## config.mk

```make
export PLATFORM = sky130hd
export DESIGN_NAME = servo_frame_deframer_top
export DESIGN_NICKNAME = d
export VERILOG_FILES = /design/src/rtl/sfd_pkg.sv /design/src/rtl/sfd_ram.sv /design/src/rtl/sfd_ctrl.sv /design/src/rtl/sfd_dpath.sv /design/src/rtl/servo_frame_deframer_top.sv
export VERILOG_INCLUDE_DIRS = /design/src /design/src/rtl
export SDC_FILE = /design/constraint.sdc
export NUM_CORES = 1
export LEC_CHECK = 0
export BUFFER_PORTS_ARGS = -buffer_cell sky130_fd_sc_hd__buf_2
export CORE_ASPECT_RATIO = 1.5
export CORE_MARGIN = 2
export CORE_UTILIZATION = 67
export CTS_BUF_LIST = sky130_fd_sc_hd__clkbuf_16
export DETAILED_ROUTE_END_ITERATION = 6
export GPL_ROUTABILITY_DRIVEN = 0
export MAX_ROUTING_LAYER = met4
export PLACE_DENSITY = 0.88
export SYNTH_ARGS = -nofsm -noshare
export SYNTH_HDL_FRONTEND = slang
export SYNTH_SLANG_ARGS = --single-unit
```

## constraint.sdc

```tcl
create_clock -name clk -period 10.35 [get_ports clk]
set_input_delay 2.07 -clock clk [delete_from_list [all_inputs] [get_ports clk]]
set_output_delay 2.07 -clock clk [all_outputs]
set_load 0.1 [all_outputs]
```

## src/rtl/servo_frame_deframer_top_assert.svh

```systemverilog
// ----------------------------------------------------------------------------
// Servo frame deframer assertion macros
// Concurrent checks on clk, disabled while rst is high.
// ----------------------------------------------------------------------------
`ifndef SERVO_FRAME_DEFRAMER_TOP_ASSERT_SVH
`define SERVO_FRAME_DEFRAMER_TOP_ASSERT_SVH

// same-cycle implication
`define SFD_ASSERT_NOW(label, ante, cons, msg) \
  label: assert property (@(posedge clk) disable iff (rst) (ante) |-> (cons)) \
    else $error(msg);

// next-cycle implication
`define SFD_ASSERT_NEXT(label, ante, cons, msg) \
  label: assert property (@(posedge clk) disable iff (rst) (ante) |=> (cons)) \
    else $error(msg);

`endif

```

## src/rtl/sfd_pkg.sv

```systemverilog
// ----------------------------------------------------------------------------
// sfd_pkg
// Shared constants and control/status types of the servo frame deframer.
// ----------------------------------------------------------------------------
`default_nettype none

package sfd_pkg;

  localparam int MAX_CHANNELS_DEF   = 16;
  localparam int FIXED_CHANNELS_DEF = 8;

  localparam logic [7:0] SYNC_FIXED_A = 8'hFF;
  localparam logic [7:0] SYNC_FIXED_B = 8'hEE;
  localparam logic [7:0] SYNC_VAR_A   = 8'hFE;
  localparam logic [7:0] SYNC_VAR_B   = 8'hEF;

  localparam logic [1:0] ST_CHANNEL = 2'd0;
  localparam logic [1:0] ST_FAIL    = 2'd1;
  localparam logic [1:0] ST_EMPTY   = 2'd2;

  typedef struct packed {
    logic start_fixed;
    logic start_var;
    logic take_payload;
    logic take_check_a;
    logic load_fail;
    logic load_empty;
    logic emit_start;
    logic rd_issue;
    logic emit_load;
  } sfd_cmd_t;

  typedef struct packed {
    logic is_ff;
    logic is_fe;
    logic is_ef;
    logic is_ee;
    logic count_bad;
    logic payload_done;
    logic check_ok;
    logic frame_empty;
    logic emit_last;
    logic out_free;
  } sfd_sts_t;

endpackage

`default_nettype wire

```

## src/rtl/sfd_ram.sv

```systemverilog
// ----------------------------------------------------------------------------
// sfd_ram
// Generic single-write, single-read RAM with registered read data.
// ----------------------------------------------------------------------------
`default_nettype none

module sfd_ram #(
  parameter int WIDTH = 16,
  parameter int DEPTH = 16,
  localparam int AW = (DEPTH > 1) ? $clog2(DEPTH) : 1
) (
  input  wire logic             clk,
  input  wire logic             wr_en,
  input  wire logic [AW-1:0]    wr_addr,
  input  wire logic [WIDTH-1:0] wr_data,
  input  wire logic             rd_en,
  input  wire logic [AW-1:0]    rd_addr,
  output logic      [WIDTH-1:0] rd_data
);

  logic [WIDTH-1:0] mem [DEPTH];

  always_ff @(posedge clk) begin
    if (wr_en) begin
      mem[wr_addr] <= wr_data;
    end
    if (rd_en) begin
      rd_data <= mem[rd_addr];
    end
  end

endmodule

`default_nettype wire

```

## src/rtl/sfd_ctrl.sv

```systemverilog
// ----------------------------------------------------------------------------
// sfd_ctrl
// Frame parse and result emission state machine.
// ----------------------------------------------------------------------------
`default_nettype none

module sfd_ctrl
  import sfd_pkg::*;
(
  input  wire logic     clk,
  input  wire logic     rst,
  input  wire logic     in_valid,
  output logic          in_ready,
  input  wire sfd_sts_t sts,
  output sfd_cmd_t      cmd
);

  typedef enum logic [7:0] {
    S_IDLE       = 8'b0000_0001,
    S_SYNC_FIXED = 8'b0000_0010,
    S_SYNC_VAR   = 8'b0000_0100,
    S_COUNT      = 8'b0000_1000,
    S_PAYLOAD    = 8'b0001_0000,
    S_CHECK_B    = 8'b0010_0000,
    S_READ       = 8'b0100_0000,
    S_LOAD       = 8'b1000_0000
  } state_t;

  state_t state, state_next;
  logic   acc;

  assign acc = in_valid && in_ready;

  always_ff @(posedge clk) begin
    if (rst) begin
      state <= S_IDLE;
    end else begin
      state <= state_next;
    end
  end

  // hold input during the channel burst, and hold the final check byte while the output register is full
  always_comb begin
    case (state)
      S_READ, S_LOAD: in_ready = 1'b0;
      S_CHECK_B:      in_ready = sts.out_free;
      default:        in_ready = 1'b1;
    endcase
  end

  always_comb begin
    state_next = state;
    cmd        = '0;
    case (state)
      S_IDLE: begin
        if (acc) begin
          if (sts.is_ff) begin
            state_next = S_SYNC_FIXED;
          end else if (sts.is_fe) begin
            state_next = S_SYNC_VAR;
          end
        end
      end
      S_SYNC_FIXED: begin
        if (acc) begin
          if (sts.is_ee) begin
            cmd.start_fixed = 1'b1;
            state_next      = S_PAYLOAD;
          end else if (!sts.is_ff) begin
            state_next = S_IDLE;
          end
        end
      end
      S_SYNC_VAR: begin
        if (acc) begin
          state_next = sts.is_ef ? S_COUNT : S_IDLE;
        end
      end
      S_COUNT: begin
        if (acc) begin
          if (sts.count_bad) begin
            state_next = S_IDLE;
          end else begin
            cmd.start_var = 1'b1;
            state_next    = S_PAYLOAD;
          end
        end
      end
      S_PAYLOAD: begin
        if (acc) begin
          if (sts.payload_done) begin
            cmd.take_check_a = 1'b1;
            state_next       = S_CHECK_B;
          end else begin
            cmd.take_payload = 1'b1;
          end
        end
      end
      S_CHECK_B: begin
        if (acc) begin
          if (!sts.check_ok) begin
            cmd.load_fail = 1'b1;
            state_next    = S_IDLE;
          end else if (sts.frame_empty) begin
            cmd.load_empty = 1'b1;
            state_next     = S_IDLE;
          end else begin
            cmd.emit_start = 1'b1;
            state_next     = S_READ;
          end
        end
      end
      S_READ: begin
        cmd.rd_issue = 1'b1;
        state_next   = S_LOAD;
      end
      S_LOAD: begin
        if (sts.out_free) begin
          cmd.emit_load = 1'b1;
          state_next    = sts.emit_last ? S_IDLE : S_READ;
        end
      end
      default: begin
        state_next = S_IDLE;
      end
    endcase
  end

endmodule

`default_nettype wire

```

## src/rtl/sfd_dpath.sv

```systemverilog
// ----------------------------------------------------------------------------
// sfd_dpath
// Byte decode, Fletcher-8 sums, payload store and output register.
// ----------------------------------------------------------------------------
`default_nettype none

module sfd_dpath
  import sfd_pkg::*;
#(
  parameter int MAX_CHANNELS   = MAX_CHANNELS_DEF,
  parameter int FIXED_CHANNELS = FIXED_CHANNELS_DEF
) (
  input  wire logic        clk,
  input  wire logic        rst,
  input  wire logic [7:0]  rx_byte,
  input  wire sfd_cmd_t    cmd,
  output sfd_sts_t         sts,
  output logic             out_valid,
  input  wire logic        out_ready,
  output logic [1:0]       status,
  output logic [3:0]       channel_index,
  output logic [15:0]      channel_value,
  output logic             last
);

  localparam int CH_LIMIT = (MAX_CHANNELS > FIXED_CHANNELS) ? MAX_CHANNELS : FIXED_CHANNELS;
  localparam int N_W      = $clog2(CH_LIMIT + 1);
  localparam int POS_W    = N_W + 1;
  localparam int AW       = (MAX_CHANNELS > 1) ? $clog2(MAX_CHANNELS) : 1;

  logic [POS_W-1:0] byte_pos;
  logic [N_W-1:0]   frame_ch;
  logic [N_W-1:0]   emit_idx;
  logic [N_W-1:0]   n_emit;
  logic [7:0]       sum_a;
  logic [7:0]       sum_b;
  logic [7:0]       sum_a_next;
  logic [7:0]       check_a;
  logic [7:0]       hi_byte;
  logic             wr_en;
  logic [15:0]      rd_data;

  assign sum_a_next = sum_a + rx_byte;
  assign n_emit     = (frame_ch > N_W'(MAX_CHANNELS)) ? N_W'(MAX_CHANNELS) : frame_ch;

  always_comb begin
    sts              = '0;
    sts.is_ff        = (rx_byte == SYNC_FIXED_A);
    sts.is_fe        = (rx_byte == SYNC_VAR_A);
    sts.is_ef        = (rx_byte == SYNC_VAR_B);
    sts.is_ee        = (rx_byte == SYNC_FIXED_B);
    sts.count_bad    = sts.is_ff || sts.is_fe || sts.is_ef
                       || (rx_byte > 8'(MAX_CHANNELS));
    sts.payload_done = (byte_pos == {frame_ch, 1'b0});
    sts.check_ok     = (check_a == sum_a) && (rx_byte == sum_b);
    sts.frame_empty  = (frame_ch == '0);
    sts.emit_last    = (({1'b0, emit_idx} + 1'b1) == {1'b0, n_emit});
    sts.out_free     = !out_valid || out_ready;
  end

  // store a word on the low byte of each channel that fits
  assign wr_en = cmd.take_payload && byte_pos[0]
                 && (byte_pos[POS_W-1:1] < N_W'(MAX_CHANNELS));

  sfd_ram #(
    .WIDTH (16),
    .DEPTH (MAX_CHANNELS)
  ) u_store (
    .clk     (clk),
    .wr_en   (wr_en),
    .wr_addr (AW'(byte_pos[POS_W-1:1])),
    .wr_data ({hi_byte, rx_byte}),
    .rd_en   (cmd.rd_issue),
    .rd_addr (AW'(emit_idx)),
    .rd_data (rd_data)
  );

  always_ff @(posedge clk) begin
    if (rst) begin
      byte_pos  <= '0;
      frame_ch  <= '0;
      emit_idx  <= '0;
      out_valid <= 1'b0;
    end else begin
      if (cmd.start_fixed) begin
        frame_ch <= N_W'(FIXED_CHANNELS);
        byte_pos <= '0;
      end else if (cmd.start_var) begin
        frame_ch <= N_W'(rx_byte);
        byte_pos <= '0;
      end else if (cmd.take_payload) begin
        byte_pos <= byte_pos + 1'b1;
      end
      if (cmd.emit_start) begin
        emit_idx <= '0;
      end else if (cmd.emit_load) begin
        emit_idx <= emit_idx + 1'b1;
      end
      if (cmd.load_fail || cmd.load_empty || cmd.emit_load) begin
        out_valid <= 1'b1;
      end else if (out_ready) begin
        out_valid <= 1'b0;
      end
    end
  end

  always_ff @(posedge clk) begin
    if (cmd.start_fixed || cmd.start_var) begin
      sum_a <= '0;
      sum_b <= '0;
    end else if (cmd.take_payload) begin
      sum_a <= sum_a_next;
      sum_b <= sum_b + sum_a_next;
    end
    if (cmd.take_payload && !byte_pos[0]) begin
      hi_byte <= rx_byte;
    end
    if (cmd.take_check_a) begin
      check_a <= rx_byte;
    end
    if (cmd.load_fail || cmd.load_empty) begin
      status        <= cmd.load_fail ? ST_FAIL : ST_EMPTY;
      channel_index <= '0;
      channel_value <= '0;
      last          <= 1'b1;
    end else if (cmd.emit_load) begin
      status        <= ST_CHANNEL;
      channel_index <= 4'(emit_idx);
      channel_value <= rd_data;
      last          <= sts.emit_last;
    end
  end

endmodule

`default_nettype wire

```

## src/rtl/servo_frame_deframer_top.sv

```systemverilog
// ----------------------------------------------------------------------------
// servo_frame_deframer_top
// Parses FF EE fixed and FE EF counted servo frames with Fletcher-8 check
// bytes and emits one word per channel, or one status word per frame.
//
//   channel   handshake             payload
//   input     in_valid / in_ready   rx_byte
//   output    out_valid / out_ready status, channel_index, channel_value, last
//
// Input bytes are accepted back to back while a frame is parsed.
// After a good final check byte, each channel word takes a payload store
// read and then an output register load, which waits while the output register is full;
// input holds until the last word is loaded.
// The final check byte waits while the output register is still full.
// Synchronous reset returns the parser to idle; no clearing pass is needed.
// ----------------------------------------------------------------------------
`default_nettype none

`include "servo_frame_deframer_top_assert.svh"

module servo_frame_deframer_top
  import sfd_pkg::*;
#(
  parameter int MAX_CHANNELS   = MAX_CHANNELS_DEF,
  parameter int FIXED_CHANNELS = FIXED_CHANNELS_DEF
) (
  input  wire logic        clk,
  input  wire logic        rst,
  input  wire logic        in_valid,
  output logic             in_ready,
  input  wire logic [7:0]  rx_byte,
  output logic             out_valid,
  input  wire logic        out_ready,
  output logic [1:0]       status,
  output logic [3:0]       channel_index,
  output logic [15:0]      channel_value,
  output logic             last
);

  sfd_cmd_t cmd;
  sfd_sts_t sts;

  sfd_ctrl u_ctrl (
    .clk      (clk),
    .rst      (rst),
    .in_valid (in_valid),
    .in_ready (in_ready),
    .sts      (sts),
    .cmd      (cmd)
  );

  sfd_dpath #(
    .MAX_CHANNELS   (MAX_CHANNELS),
    .FIXED_CHANNELS (FIXED_CHANNELS)
  ) u_dpath (
    .clk           (clk),
    .rst           (rst),
    .rx_byte       (rx_byte),
    .cmd           (cmd),
    .sts           (sts),
    .out_valid     (out_valid),
    .out_ready     (out_ready),
    .status        (status),
    .channel_index (channel_index),
    .channel_value (channel_value),
    .last          (last)
  );

  `SFD_ASSERT_NOW(a_no_overwrite, cmd.emit_load, sts.out_free,
                  "channel word loaded over a pending word")
  `SFD_ASSERT_NOW(a_no_input_in_burst, in_valid && in_ready,
                  !(cmd.rd_issue || cmd.emit_load), "input word taken during channel burst")
  `SFD_ASSERT_NOW(a_status_last, out_valid && (status != ST_CHANNEL), last,
                  "status word without last mark")
  `SFD_ASSERT_NEXT(a_read_then_load, cmd.rd_issue, !in_ready && !cmd.rd_issue,
                   "store read not followed by load wait")

endmodule

`default_nettype wire
```

==> results of run 1 <==
-- worst register-to-register path, stage by stage, from the launching register on --
cell and delay, ns:
dfxtp_1 0.37, nor2_1 0.21, nand3_1 0.12, nor3b_1 0.68, nand3_2 0.78, nor3b_1 0.49
nand3b_1 0.22, nor2_1 0.76, buf_4 0.35
-- cells in the final DEF (no fill, tap or decap), types with 7 or more instances in the layout --
master | synthesis | routed
dfxtp_1 | 62 | 60
nand4b_1 | 8 | 8
nor3_1 | 22 | 18
edfxtp_1 | 290 | 290
nand3_1 | 13 | 13
a21oi_1 | 42 | 42
clkbuf_16 | 0 | 31
clkinv_1 | 0 | 9
xor2_1 | 27 | 27
nand2b_1 | 7 | 7
ha_1 | 16 | 16
mux4_2 | 80 | 80
buf_2 | 7 | 36
o21ai_0 | 7 | 7
inv_1 | 8 | 12
buf_4 | 0 | 23
nor4_1 | 7 | 7
xnor2_1 | 21 | 21
nand2_1 | 65 | 65
nor2_1 | 58 | 58
mux2i_1 | 16 | 16
-- worst paths after layout --
check / from / end / cells after the start
setup / recovery: out_ready / u_dpath.u_store.mem[10][11]$_DFFE_PP_ / 8
hold / removal: u_dpath.channel_value[12]$_SDFFE_PP0P_ / u_dpath.channel_value[12]$_SDFFE_PP0P_ / 2
setup reg to reg: u_ctrl.state[7]$_SDFFE_PP0P_ / u_dpath.u_store.mem[10][11]$_DFFE_PP_ / 8
hold reg to reg: u_dpath.channel_value[12]$_SDFFE_PP0P_ / u_dpath.channel_value[12]$_SDFFE_PP0P_ / 2
-- per-layer routing --
metal / wire [µm] / global-route usage / part of all wire / vias to the layer above
met3: 1907 / 0.03688 / 0.061 / 97
li1: - / - / - / 3404
met4: 1483 / 0.1309 / 0.048 / 0
met1: 10840 / 0.3674 / 0.35 / 4036
met2: 16940 / 0.5143 / 0.54 / 390
met5: 0 / - / 0 / -
-- kinds of logic after synthesis --
family	synth area share
AO/OA/AOI/OAI	0.03496
XOR/XNOR	0.03066
adder cells (fa/ha/maj)	0.01687
buffers and inverters	0.01379
flip-flops	0.6986
multiplexers	0.1377
AND/OR/NAND/NOR	0.06738
-- through the flow --
stage	hold slack (ns)	power (mW)	cells	util	worst slack, ns
2_1_floorplan	0.4653	1.667	844	-	5.294
3_3_place_gp	0.4392	1.702	1133	0.7051	4.981
3_5_place_dp	0.4431	1.704	1133	0.7051	4.707
4_1_cts	0.4518	2.784	1188	0.7510	5.301
5_1_grt	0.4778	2.841	1188	0.7510	5.103
6_report	0.4491	2.769	1188	0.7510	5.315
-- power groups by stage --
stage | Clock [mW] | Combinational, mW | Sequential, mW
after CTS | 1.11 | 0.138 | 1.54
after global placement | 0 | 0.133 | 1.57
after global routing | 1.15 | 0.152 | 1.54
final | 1.09 | 0.140 | 1.54
after detailed placement | 0 | 0.135 | 1.57
after floorplan | 0 | 0.0833 | 1.58
-- state kept, by name (all words and copies together) (netlist names) --
register and flops:
u_dpath.channel_index 4, u_ctrl.state 8, u_dpath.last 1, u_dpath.u_store.rd_data 16
u_dpath.sum_b 8, u_dpath.status 2, u_dpath.u_store.mem 256, u_dpath.out_valid 1
u_dpath.byte_pos 6, u_dpath.channel_value 16, u_dpath.sum_a 8, u_dpath.hi_byte 8
u_dpath.frame_ch 5, u_dpath.emit_idx 5, u_dpath.check_a 8
-- layout make-up --
cell class | count | share of cell area
flip-flops and latches | 352 | 0.6317
well taps | 268 | 0.02128
multi-input cells | 446 | 0.2615
repair buffers | 59 | 0.02239
clock buffers | 31 | 0.04923
clock inverters | 24 | 0.01199
inverters | 8 | 0.001906
==> results.md, run 1 <==
- Number of synthesized flops with an enable pin: 290
- Cell taking the most area after synthesis: edfxtp_1
- Largest net degree at the start of global routing: 66
- Die span in x: 123.0 µm
- Vias in the first global route: 7998
- Syn Nets: 874
- Flop2flop setup slack: 6.06 ns
- Synth warn: 0
- CP max FO: 28
- Top Family by Delay on Critical Path: simple AND/OR/NAND/NOR gates
- Initial drt markers: 778
- Sequential Power Share: 0.556
- Crit Path Category: in -> reg
- Clock Skews: 0.01546 ns
- CTS buffer count: 30
- Int Pwr: 2.191 mW
- Initial antenna violation count: 0
- I/O pin count: 37
- Layout cells sized above 1: 0.2109
- Yosys cell types: 53
- Post-CTS Setup Repair Bufs: 0
- DP Area: 14790 µm²
- Logic gate share of total power: 0.051
- I/O Buffers: 36
- CP startpoint kind: input pin
- RSZ-0062 raised after global routing: false
- Row Count: 65
- Area taken by multi-input logic gates: 4121 µm²
- WL final: 31170 µm
- Synth top cells by count: edfxtp_1 (290), mux4_2 (80), nand2_1 (65)
- Switching power: 578.4 µW
- Cell area power density: 175.7 nW/µm²
- Placeable Area: 20980 µm²
- Leak Pwr: 5.281 nW
- Tmin final: 5.035 ns
- Antenna Cells: 0
- Post-synth ARST share: 0
- Total congestion overflow: 0
- Die Ht: 182.6 µm
- H-tree depth: 1
- Hold Path Class: reg -> reg
- Via count: 7927
- CP endpoint kind: register
- Register area: 9955 µm²
- Top-area cell type share of the netlist area: 0.6114
- Sw Ratio: 0.2089
- Max-slew headroom: 0.3174
- Cts repair resizes: 0
- Fin. Hold Viols: 0
- Slowest cell on the critical path: nor2_1
- Most numerous cell in the Yosys netlist: edfxtp_1
- Critical path's largest stage delay: 0.76 ns
- NumNets Final: 927
- Hold_buf cts: 0
- Final cycle utilization of the critical path: 0.4865
- DR pass1 iterations: 5
- Vias per cell: 6.673
- WL per Instance: 26.23 µm
- Post-route DRC violation count: 0
- Antenna Nets Post-Route: 0
- Worst-Margin Slew: 1.024 ns
- Seq cells post-synth: 352
- Netlist Area Pre-Place: 14240 µm²
- Syn Inst Count: 844
- Clock root buffer: clkbuf_16
- Clock Latency Late Sink: 0.55 ns
- Syn_area_per_cell: 16.87 µm²
- Seq/Total Area, Yosys: 0.6986
- Worst EP required: 10.60 ns
- # fillers: 1186
- CTS tree: yes
- Final Slew Violations: 0
- IR drop worst, VDD: 0.1721 mV
- Initial core utilization: 0.6788
- Final instance area: 15760 µm²
- Main synth FF type: edfxtp_1
- Worst-path cell chain: buf_2 > nand2b_1 > o211a_1 > nand3_2 > nor3b_1 > nand3b_1 > nor2_1 > buf_4
- Clock buffer depth: 3
- Setup_tns: 0 ns
- Post-DP HPWL: 18250 µm
- Clock network fraction of design power: 0.394
- GRT Resource Usage Total: 0.3034
- CP arrival: 5.28 ns
- Max-cap violations: 0
- Clk slew on worst S/H paths: 0.06 ns
- Synth top area cells: edfxtp_1 (61%), mux4_2 (13%), dfxtp_1 (8.7%), nand2_1 (1.7%), xor2_1 (1.7%)
- Area grow syn2layout: 10.65%
- First-pass GRT wire length: 48020 µm
- Max Clk Rate: 0.1986 GHz
- Clock Sink Count: 352
- WP buf/inv: 2
- Setup-failing EPs final: 0
- Die ar.: 22460 µm²
- Outcome: finished clean
No activity file was read; power rests on OpenSTA's default activity.
==> run 2: changes to the inputs <==
--- a/config.mk
+++ b/config.mk
@@ -6,15 +6,16 @@
 export SDC_FILE = /design/constraint.sdc
 export NUM_CORES = 1
 export LEC_CHECK = 0
+export ABC_AREA = 1
 export BUFFER_PORTS_ARGS = -buffer_cell sky130_fd_sc_hd__buf_2
 export CORE_ASPECT_RATIO = 1.5
 export CORE_MARGIN = 2
-export CORE_UTILIZATION = 67
+export CORE_UTILIZATION = 62
 export CTS_BUF_LIST = sky130_fd_sc_hd__clkbuf_16
 export DETAILED_ROUTE_END_ITERATION = 6
 export GPL_ROUTABILITY_DRIVEN = 0
 export MAX_ROUTING_LAYER = met4
-export PLACE_DENSITY = 0.88
+export PLACE_DENSITY = 0.82
 export SYNTH_ARGS = -nofsm -noshare
 export SYNTH_HDL_FRONTEND = slang
 export SYNTH_SLANG_ARGS = --single-unit
==> constraint.sdc (replaced) <==
create_clock -name clk -period 5 [get_ports clk]
set_input_delay 1 -clock clk [delete_from_list [all_inputs] [get_ports clk]]
set_output_delay 1 -clock clk [all_outputs]
set_load 0.1 [all_outputs]
==> run 2 against run 1 <==
Net effect:
- the run now ends with DRC left
- die area increased by 13%
- global-route usage is 1.3 points lower
- design area is 4.4% higher
- clock skew rose by 0.015 ns
- first-iteration DRC count grew 73%
- synthesized cell count is 59% higher
- critical path type is now reg -> reg
- largest power group unchanged
- highest routed layer unchanged
==> results.md, run 2 <==
- Outcome: complete, but fails checks
- Violated checks: DRC
- Synth top area cells: edfxtp_1 (58%), dfxtp_1 (8.3%), nor2_1 (6.4%), nand2_1 (5.2%), o21ai_0 (2.6%)
- Hold_buf cts: 0 (unchanged)
- Cell taking the most area after synthesis: edfxtp_1
- Dpl ws: 1.213 ns (-3.494 ns)
- RSZ-0062 raised after global routing: false
- Final cell count without fillers: 1723 (+45%)
- Netlist Area Pre-Place: 14990 µm² (+5.2%)
- FF-to-FF Start: u_ctrl.state[2]$_SDFFE_PP0P_
- Seq/Total Area, Yosys: 0.6638 (-0.03481)
- Max-cap violations: 0 (unchanged)
- Clock Latency Late Sink: 0.57 ns (+0.02 ns)
- Antenna Cells: 0 (unchanged)
- WL final: 35910 µm (+15%)
- Crit path top cell by count: nand2_1
- Synth top cells by count: edfxtp_1 (290), nor2_1 (255), nand2_1 (207)
- WHS Path Cells: 2 (unchanged)
- Regs by FF count: u_dpath.u_store.mem: 256 flops, u_dpath.channel_value: 16 flops, u_dpath.u_store.rd_data: 16 flops
- Hold worst-path end: u_dpath.channel_value[5]$_SDFFE_PP0P_
- First-pass GRT wire length: 54260 µm (+13%)
- Power consumption: 6.255 mW (+130%)
- CP arrival: 3.54 ns (-1.74 ns)
- Syn Nets: 1371 (+57%)
- Die Ht: 194.4 µm (+6.5%)
- CP endpoint kind: register
- Final instance area: 16450 µm² (+4.4%)
- Final cycle utilization of the critical path: 0.6593
- Initial drt markers: 1343 (+73%)
- Max Clk Rate: 0.3034 GHz
- Setup_tns: 0 ns (unchanged)
- Worst-Margin Slew: 1.159 ns (+0.1355 ns)
- Via count: 10520 (+33%)
- Seq cells post-synth: 352 (unchanged)
- Initial core utilization: 0.6314 (-0.04741)
- CP startpoint kind: register
- Tmin final: 3.297 ns
- Die ar.: 25460 µm² (+13%)
- Placeable Area: 23740 µm² (+13%)
- Crit. Startpoint: u_ctrl.state[2]$_SDFFE_PP0P_
- Wire length on met3: 2931 µm (+54%)
- Number of flip-flops in the largest register: 256 (unchanged)
- Worst EP required: 5.25 ns (-5.35 ns)
- Main synth FF type: edfxtp_1
- Clock root buffer: clkbuf_16
- NumNets Final: 1410 (+52%)
- Post-CTS Setup Repair Bufs: 0 (unchanged)
- Yosys cell types: 36 (-32%)
- Commonest cells after routing, fill and taps aside: edfxtp_1 (290), nor2_1 (253), nand2_1 (207)
- Clock Sink Count: 352 (unchanged)
- Adder-Cell Fraction of Synth Area: 0.01603 (-0.0008405)
- Critical path's largest stage delay: 0.73 ns (-0.03 ns)
- Clk slew on worst S/H paths: 0.07 ns (about the same)
- Row Count: 69 (+6.2%)
- Slowest cell on the critical path: nor2_1
- Reg2reg end: u_dpath.u_store.mem[3][1]$_DFFE_PP_
- Syn Inst Count: 1341 (+59%)
- I/O Buffers: 36 (unchanged)
- Metal2 WL: 18330 µm (+8.2%)
- Largest family of logic cells by synthesized area: simple AND/OR/NAND/NOR gates
- Min Hold Slack: 0.4616 ns (+0.01249 ns)
- Cts repair resizes: 0 (unchanged)
- Hold Path Class: reg -> reg
- Vias per cell: 6.106 (-8.5%)
- Number of synthesized flops with an enable pin: 290 (unchanged)
- DP Area: 15550 µm² (+5.1%)
- WL per Instance: 20.84 µm (-21%)
- Post-DP HPWL: 21940 µm (+20%)
- H-tree depth: 1 (unchanged)
- Area grow syn2layout: 9.774%
- Clock buffer depth: 3 (unchanged)
- Cell area power density: 380.1 nW/µm² (+120%)
- Area fraction in compound gates after synthesis: 0.09265 (+0.05769)
- Leak Pwr: 5.900 nW (+12%)
- Crit Path Category: reg -> reg
- Die span in x: 131.0 µm (+6.4%)
- Fin. Hold Viols: 0 (unchanged)
- Synth Area in XOR/XNOR: 0.01636 (-0.01430)
- CTS buffer count: 31 (+3.3%)
- Top routing layer in use: met4
- Setup-failing EPs final: 0 (unchanged)
- Syn_area_per_cell: 11.18 µm² (-34%)
- DR pass1 iterations: 7 (+2)
- IR drop worst, VDD: 0.3475 mV (+100%)
- Most numerous cell in the Yosys netlist: edfxtp_1
- Routed length on met1: 12570 µm (+16%)
- # fillers: 1618 (+36%)
- Post-synthesis mux area share: 0.01870 (-0.1191)
- Flop2flop setup slack: 1.70 ns (-4.36 ns)
- Post-synth ARST share: 0 (unchanged)
- Post-synthesis simple-gate area fraction: 0.1561 (+0.08871)
- Final Slew Violations: 0 (unchanged)
- Hold wc startpoint: u_dpath.channel_value[5]$_SDFFE_PP0P_
- I/O pin count: 37 (unchanged)
- Vias in the first global route: 10160 (+27%)
- Largest net degree at the start of global routing: 94 (+42%)
- CTS tree: yes
- Layout cells sized above 1: 0.1218 (-0.08907)
- Total congestion overflow: 0 (unchanged)
- Initial antenna violation count: 0 (unchanged)
- Worst-path cell chain: inv_2 > nand2_1 > nor2_2 > nand2_2 > nand2_1 > nor2_4 > nand4_2 > nor2_2 > nand2_1 > nor2_1 > buf_4
- Antenna Nets Post-Route: 0 (unchanged)
- Max-slew headroom: 0.2262 (-0.09115)
- Synth warn: 0 (unchanged)
- Post-route DRC violation count: 2 (+2)
- Post-route setup slack: 1.704 ns (-3.611 ns)
- Clock Skews: 0.03093 ns (+0.01547 ns)
- Worst R2R Path Depth: 11 (+3)
- Top-area cell type share of the netlist area: 0.5810 (-0.03047)
- GRT Resource Usage Total: 0.2903 (-0.01304)
- Commonest non-fill, non-tap cell in the layout: edfxtp_1
- Placed cells: 1666 (+47%)
- Fin util: 0.6931 (-0.05797)
- CP max FO: 14 (-50%)
- Reg with most FFs: u_dpath.u_store.mem
[run 2: cell types whose count changed after synthesis, sizes merged, moves of 12 or more]
cell / change
nor2: +209
nand2: +148
o21ai: +87
mux4: -80
inv: +60
nand3: +58
o32ai: +35
o221ai: +27
nor3: -17
buf: +15
xnor2: -14
mux2i: +12
[run 2: worst max path at each step]
stage / endpoint / depth (start not counted) / slack, ns
2_1_floorplan: u_dpath.u_store.mem[13][0]$_DFFE_PP_ / 8 / 1.60
3_3_place_gp: u_dpath.sum_b[7]$_SDFFE_PP0N_ / 20 / 1.29
3_5_place_dp: u_dpath.sum_b[7]$_SDFFE_PP0N_ / 20 / 1.21
4_1_cts: u_dpath.u_store.mem[0][14]$_DFFE_PP_ / 11 / 1.76
5_1_grt: u_dpath.u_store.mem[0][14]$_DFFE_PP_ / 12 / 1.49
6_report: u_dpath.u_store.mem[3][1]$_DFFE_PP_ / 11 / 1.70
[run 2: area by class of cell]
class / instances / area [µm²] / share of cell area
clock buffer: 31 / 775.7 / 0.04714
clock inverter: 26 / 123.9 / 0.007528
inverter: 69 / 259.0 / 0.01574
multi-input combinational: 857 / 4499 / 0.2734
sequential: 352 / 9957 / 0.6051
tap: 319 / 399.1 / 0.02426
timing repair buffer: 69 / 440.4 / 0.02677
[run 2: worst max-delay path, delay by kind of cell, from the launching register on]
kind	cells	cell delay, ns
buffers and inverters	2	0.41
and+or+nand+nor	9	2.14
DFF	1	0.42
[run 2: per-layer routing]
| layer | global-route usage | vias to the layer above |
|---|---|---|
| li1 | - | 4801 |
| met1 | 0.3435 | 4948 |
| met2 | 0.4753 | 622 |
| met3 | 0.03854 | 150 |
| met4 | 0.1627 | 0 |
| met5 | - | - |
[run 2: cell families after synthesis]
kind of cell,after synthesis
simple gates,570
compound gates,213
fa+ha+maj,18
mux,28
flops,352
xor+xnor,28
buf+inv,132
[run 2: power by group]
group / leakage, nW / total (mW) / switching [mW] / internal (mW)
sequential: 3.11 / 3.26 / 0.0447 / 3.21
combinational: 2.33 / 0.847 / 0.670 / 0.176
clock: 0.460 / 2.15 / 1.03 / 1.12
==> run 3: changes to the inputs <==
--- a/config.mk
+++ b/config.mk
@@ -10,12 +10,12 @@
 export BUFFER_PORTS_ARGS = -buffer_cell sky130_fd_sc_hd__buf_2
 export CORE_ASPECT_RATIO = 1.5
 export CORE_MARGIN = 2
-export CORE_UTILIZATION = 62
+export CORE_UTILIZATION = 56
 export CTS_BUF_LIST = sky130_fd_sc_hd__clkbuf_16
 export DETAILED_ROUTE_END_ITERATION = 6
 export GPL_ROUTABILITY_DRIVEN = 0
 export MAX_ROUTING_LAYER = met4
-export PLACE_DENSITY = 0.82
+export PLACE_DENSITY = 0.78
 export SYNTH_ARGS = -nofsm -noshare
 export SYNTH_HDL_FRONTEND = slang
 export SYNTH_SLANG_ARGS = --single-unit
==> constraint.sdc (replaced) <==
create_clock -name clk -period 2.95 [get_ports clk]
set_input_delay 0.59 -clock clk [delete_from_list [all_inputs] [get_ports clk]]
set_output_delay 0.59 -clock clk [all_outputs]
set_load 0.1 [all_outputs]
==> run 3 against run 2 <==
Net effect:
- the run now ends clean
- setup slack lost 1.5 ns
- fmax is 22% higher
- sequential share of layout area fell by 1.4 points
- clock power rose by 76%
- hold slack lost 0.19 ns
- clock skew decreased by 0.020 ns
- total power up 71%
- combinational power rose by 68%
- critical path depth increased by 8
- sequential power increased by 69%
- non-clock buffer count is 33 higher
- flip-flop and latch count is the same
- critical path type unchanged
==> results.md, run 3 (same netlist as run 2, synthesis figures left out) <==
- Outcome: finished clean
- Final instance area: 16850 µm² (+2.4%)
- Layout cells sized above 1: 0.1533 (+0.03152)
- Area grow syn2layout: 12.39%
- Initial drt markers: 1010 (-25%)
- Tmin final: 2.713 ns (-0.5836 ns)
- WHS Path Cells: 2 (unchanged)
- Post-route DRC violation count: 0 (-2)
- Via count: 10460 (-0.63%)
- Final cycle utilization of the critical path: 0.9196 (+0.2603)
- Worst-Margin Slew: 1.032 ns (-0.1272 ns)
- Post-DP HPWL: 22690 µm (+3.4%)
- Max Clk Rate: 0.3686 GHz (+22%)
- Reg2reg end: u_dpath.sum_b[7]$_SDFFE_PP0N_
- Total congestion overflow: 0 (unchanged)
- Die ar.: 28120 µm² (+10%)
- Die span in x: 137.6 µm (+5.1%)
- Critical path's largest stage delay: 0.37 ns (-0.36 ns)
- Commonest non-fill, non-tap cell in the layout: edfxtp_1
- Hold worst-path end: u_ctrl.state[6]$_SDFFE_PP0P_
- Top Family by Delay on Critical Path: adder cells
- Worst-path cell chain: ha_2 > fa_2 > nand3_1 > nand2_1 > nand2_1 > nand2_1 > a21oi_2 > xor2_1 > inv_1 > ha_4 > nand2_1 > o21ai_1 > inv_1 > nand2_1 > nand3_1 > nand2_1 > nor2_1 > nor2_1 > nor2_1
- Met1 Use GR: 0.3221 (-0.02139)
- Clock Sink Count: 352 (unchanged)
- Fin. Hold Viols: 0 (unchanged)
- Placeable Area: 26400 µm² (+11%)
- GRT Resource Usage Total: 0.2638 (-0.02655)
- WL per Instance: 19.98 µm (-4.1%)
- Cell area power density: 636.7 nW/µm² (+68%)
- Number of flip-flops in the largest register: 256 (unchanged)
- Flop2flop setup slack: 0.24 ns (-1.47 ns)
- IR drop worst, VDD: 0.7182 mV (+110%)
- Setup-failing EPs final: 0 (unchanged)
- Crit path top cell by count: nand2_1
- Antenna Cells: 0 (unchanged)
- Crit Path Category: reg -> reg
- First-pass GRT wire length: 54880 µm (+1.1%)
- Die Ht: 204.4 µm (+5.1%)
- CTS tree: yes
- Final Slew Violations: 0 (unchanged)
- CP endpoint kind: register
- I/O pin count: 37 (unchanged)
- WL final: 35400 µm (-1.4%)
- NumNets Final: 1442 (+2.3%)
- Worst R2R Path Depth: 19 (+8)
- DR pass1 iterations: 7 (unchanged)
- CP arrival: 3.17 ns (-0.37 ns)
- Antenna Nets Post-Route: 0 (unchanged)
- Clk slew on worst S/H paths: 0.07 ns (about the same)
- CP max FO: 4 (-10)
- Max-slew headroom: 0.3093 (+0.08309)
- CP startpoint kind: register
- Initial core utilization: 0.5679 (-0.06350)
- Met2 GRT Util: 0.4506 (-0.02474)
- Commonest cells after routing, fill and taps aside: edfxtp_1 (290), nor2_1 (246), nand2_1 (207)
- Hold_buf cts: 0 (unchanged)
- Slowest cell on the critical path: fa_2
- Row Count: 73 (+5.8%)
- Leak Pwr: 6.079 nW (+3.0%)
- FF-to-FF Start: u_dpath.sum_a[0]$_SDFFE_PP0N_
- CTS buffer count: 30 (-3.2%)
- Clock Skews: 0.01109 ns (-0.01984 ns)
- Largest net degree at the start of global routing: 100 (+6.4%)
- Met3 Use GR: 0.03199 (-0.006542)
- Initial antenna violation count: 1 (+1)
- Clock root buffer: clkbuf_16
- H-tree depth: 1 (unchanged)
- Max-cap violations: 0 (unchanged)
- Hold Path Class: in -> reg
- I/O Buffers: 36 (unchanged)
- Vias per cell: 5.900 (-3.4%)
- Reg with most FFs: u_dpath.u_store.mem
- Top Usage Layer GRT: met2
- Setup_tns: 0 ns (unchanged)
- Clock buffer depth: 3 (unchanged)
- # fillers: 1937 (+20%)
- Clock Latency Late Sink: 0.55 ns (-0.02 ns)
- Regs by FF count: u_dpath.u_store.mem: 256 flops, u_dpath.channel_value: 16 flops, u_dpath.u_store.rd_data: 16 flops
- DP Area: 15870 µm² (+2.1%)
- WP buf/inv: 2 (unchanged)
- Vias in the first global route: 10160 (unchanged)
- Hold wc startpoint: rst
- Worst EP required: 3.40 ns (-1.85 ns)
==> run 3: changes by cell type in the layout (fill, tap and decap cells not counted), moves of 2 or more <==
cell        previous run  this run
clkinv_1              11         5
nor2_2                12        19
ha_1                  16        14
buf_12                 1         4
buf_4                 32        62
bufinv_16              0         2
clkinv_4               2         0
nor2_1               253       246
clkinv_2               7         9
clkinvlp_4             2         5
==> run 3: power by group <==
group          leakage (nW)  switching [mW]  internal, mW
Combinational          2.50            1.11         0.313
Sequential             3.11          0.0692          5.44
Clock                 0.469            1.76          2.04
==> run 3: final cells by class <==
| type | instances | area, µm² | area share |
|---|---|---|---|
| sequential | 352 | 9957 | 0.5911 |
| timing repair buffer | 102 | 725.7 | 0.04308 |
| inverter | 69 | 260.3 | 0.01545 |
| clock buffer | 30 | 750.7 | 0.04456 |
| tap | 337 | 421.7 | 0.02503 |
| multi-input combinational | 857 | 4538 | 0.2694 |
| clock inverter | 25 | 192.7 | 0.01144 |
==> run 3: worst max-delay path by stage <==
stage                                         startpoint                              endpoint  slack [ns]  depth (start not counted)
after detailed placement                      rx_byte[0]         u_dpath.sum_b[7]$_SDFFE_PP0N_       -0.38                         20
after floorplan           u_dpath.out_valid$_SDFFE_PP0P_  u_dpath.u_store.mem[13][0]$_DFFE_PP_       -0.24                          9
after global placement                        rx_byte[0]         u_dpath.sum_b[7]$_SDFFE_PP0N_       -0.30                         20
final                      u_dpath.sum_a[0]$_SDFFE_PP0N_         u_dpath.sum_b[7]$_SDFFE_PP0N_        0.24                         19
after global routing       u_dpath.sum_a[0]$_SDFFE_PP0N_         u_dpath.sum_b[7]$_SDFFE_PP0N_       -0.01                         18
after CTS                  u_dpath.sum_a[0]$_SDFFE_PP0N_         u_dpath.sum_b[7]$_SDFFE_PP0N_        0.02                         19
==> run 3: metrics by stage <==
step | setup slack (ns) | power (mW) | cells | util | hold slack, ns
final | 0.2371 | 10.73 | 1772 | 0.6382 | 0.2686
after global routing | -0.01211 | 11.05 | 1772 | 0.6382 | 0.2781
after detailed placement | -0.3752 | 7.034 | 1716 | 0.6014 | 0.4511
after global placement | -0.2974 | 7.007 | 1716 | 0.6014 | 0.4470
after floorplan | -0.2384 | 6.750 | 1341 | - | 0.4672
after CTS | 0.02417 | 10.75 | 1771 | 0.6371 | 0.2551
==> run 3: repair_timing <==
action / CTS / global route
buffers inserted: 0 / 1
endpoints found under the hold margin: 0 / 0
resized for setup: 0 / 5
endpoints found under the setup margin: 0 / 1
==> run 3: worst register-to-register path, cell delays in order, from the launching register on <==
cell and delay, ns:
dfxtp_1 0.32, ha_2 0.20, fa_2 0.37, nand3_1 0.09, nand2_1 0.07, nand2_1 0.09, nand2_1 0.07, a21oi_2 0.14
xor2_1 0.19, inv_1 0.10, ha_4 0.29, nand2_1 0.06, o21ai_1 0.19, inv_1 0.06, nand2_1 0.05, nand3_1 0.09
nand2_1 0.08, nor2_1 0.04, nor2_1 0.09, nor2_1 0.05
==> run 3: per-layer routing <==
metal	part of all wire	wire, µm	up-vias
met3	0.071	2504	106
li1	-	-	4872
met4	0.035	1251	0
met2	0.52	18310	441
met1	0.38	13340	5036
met5	0	0	-
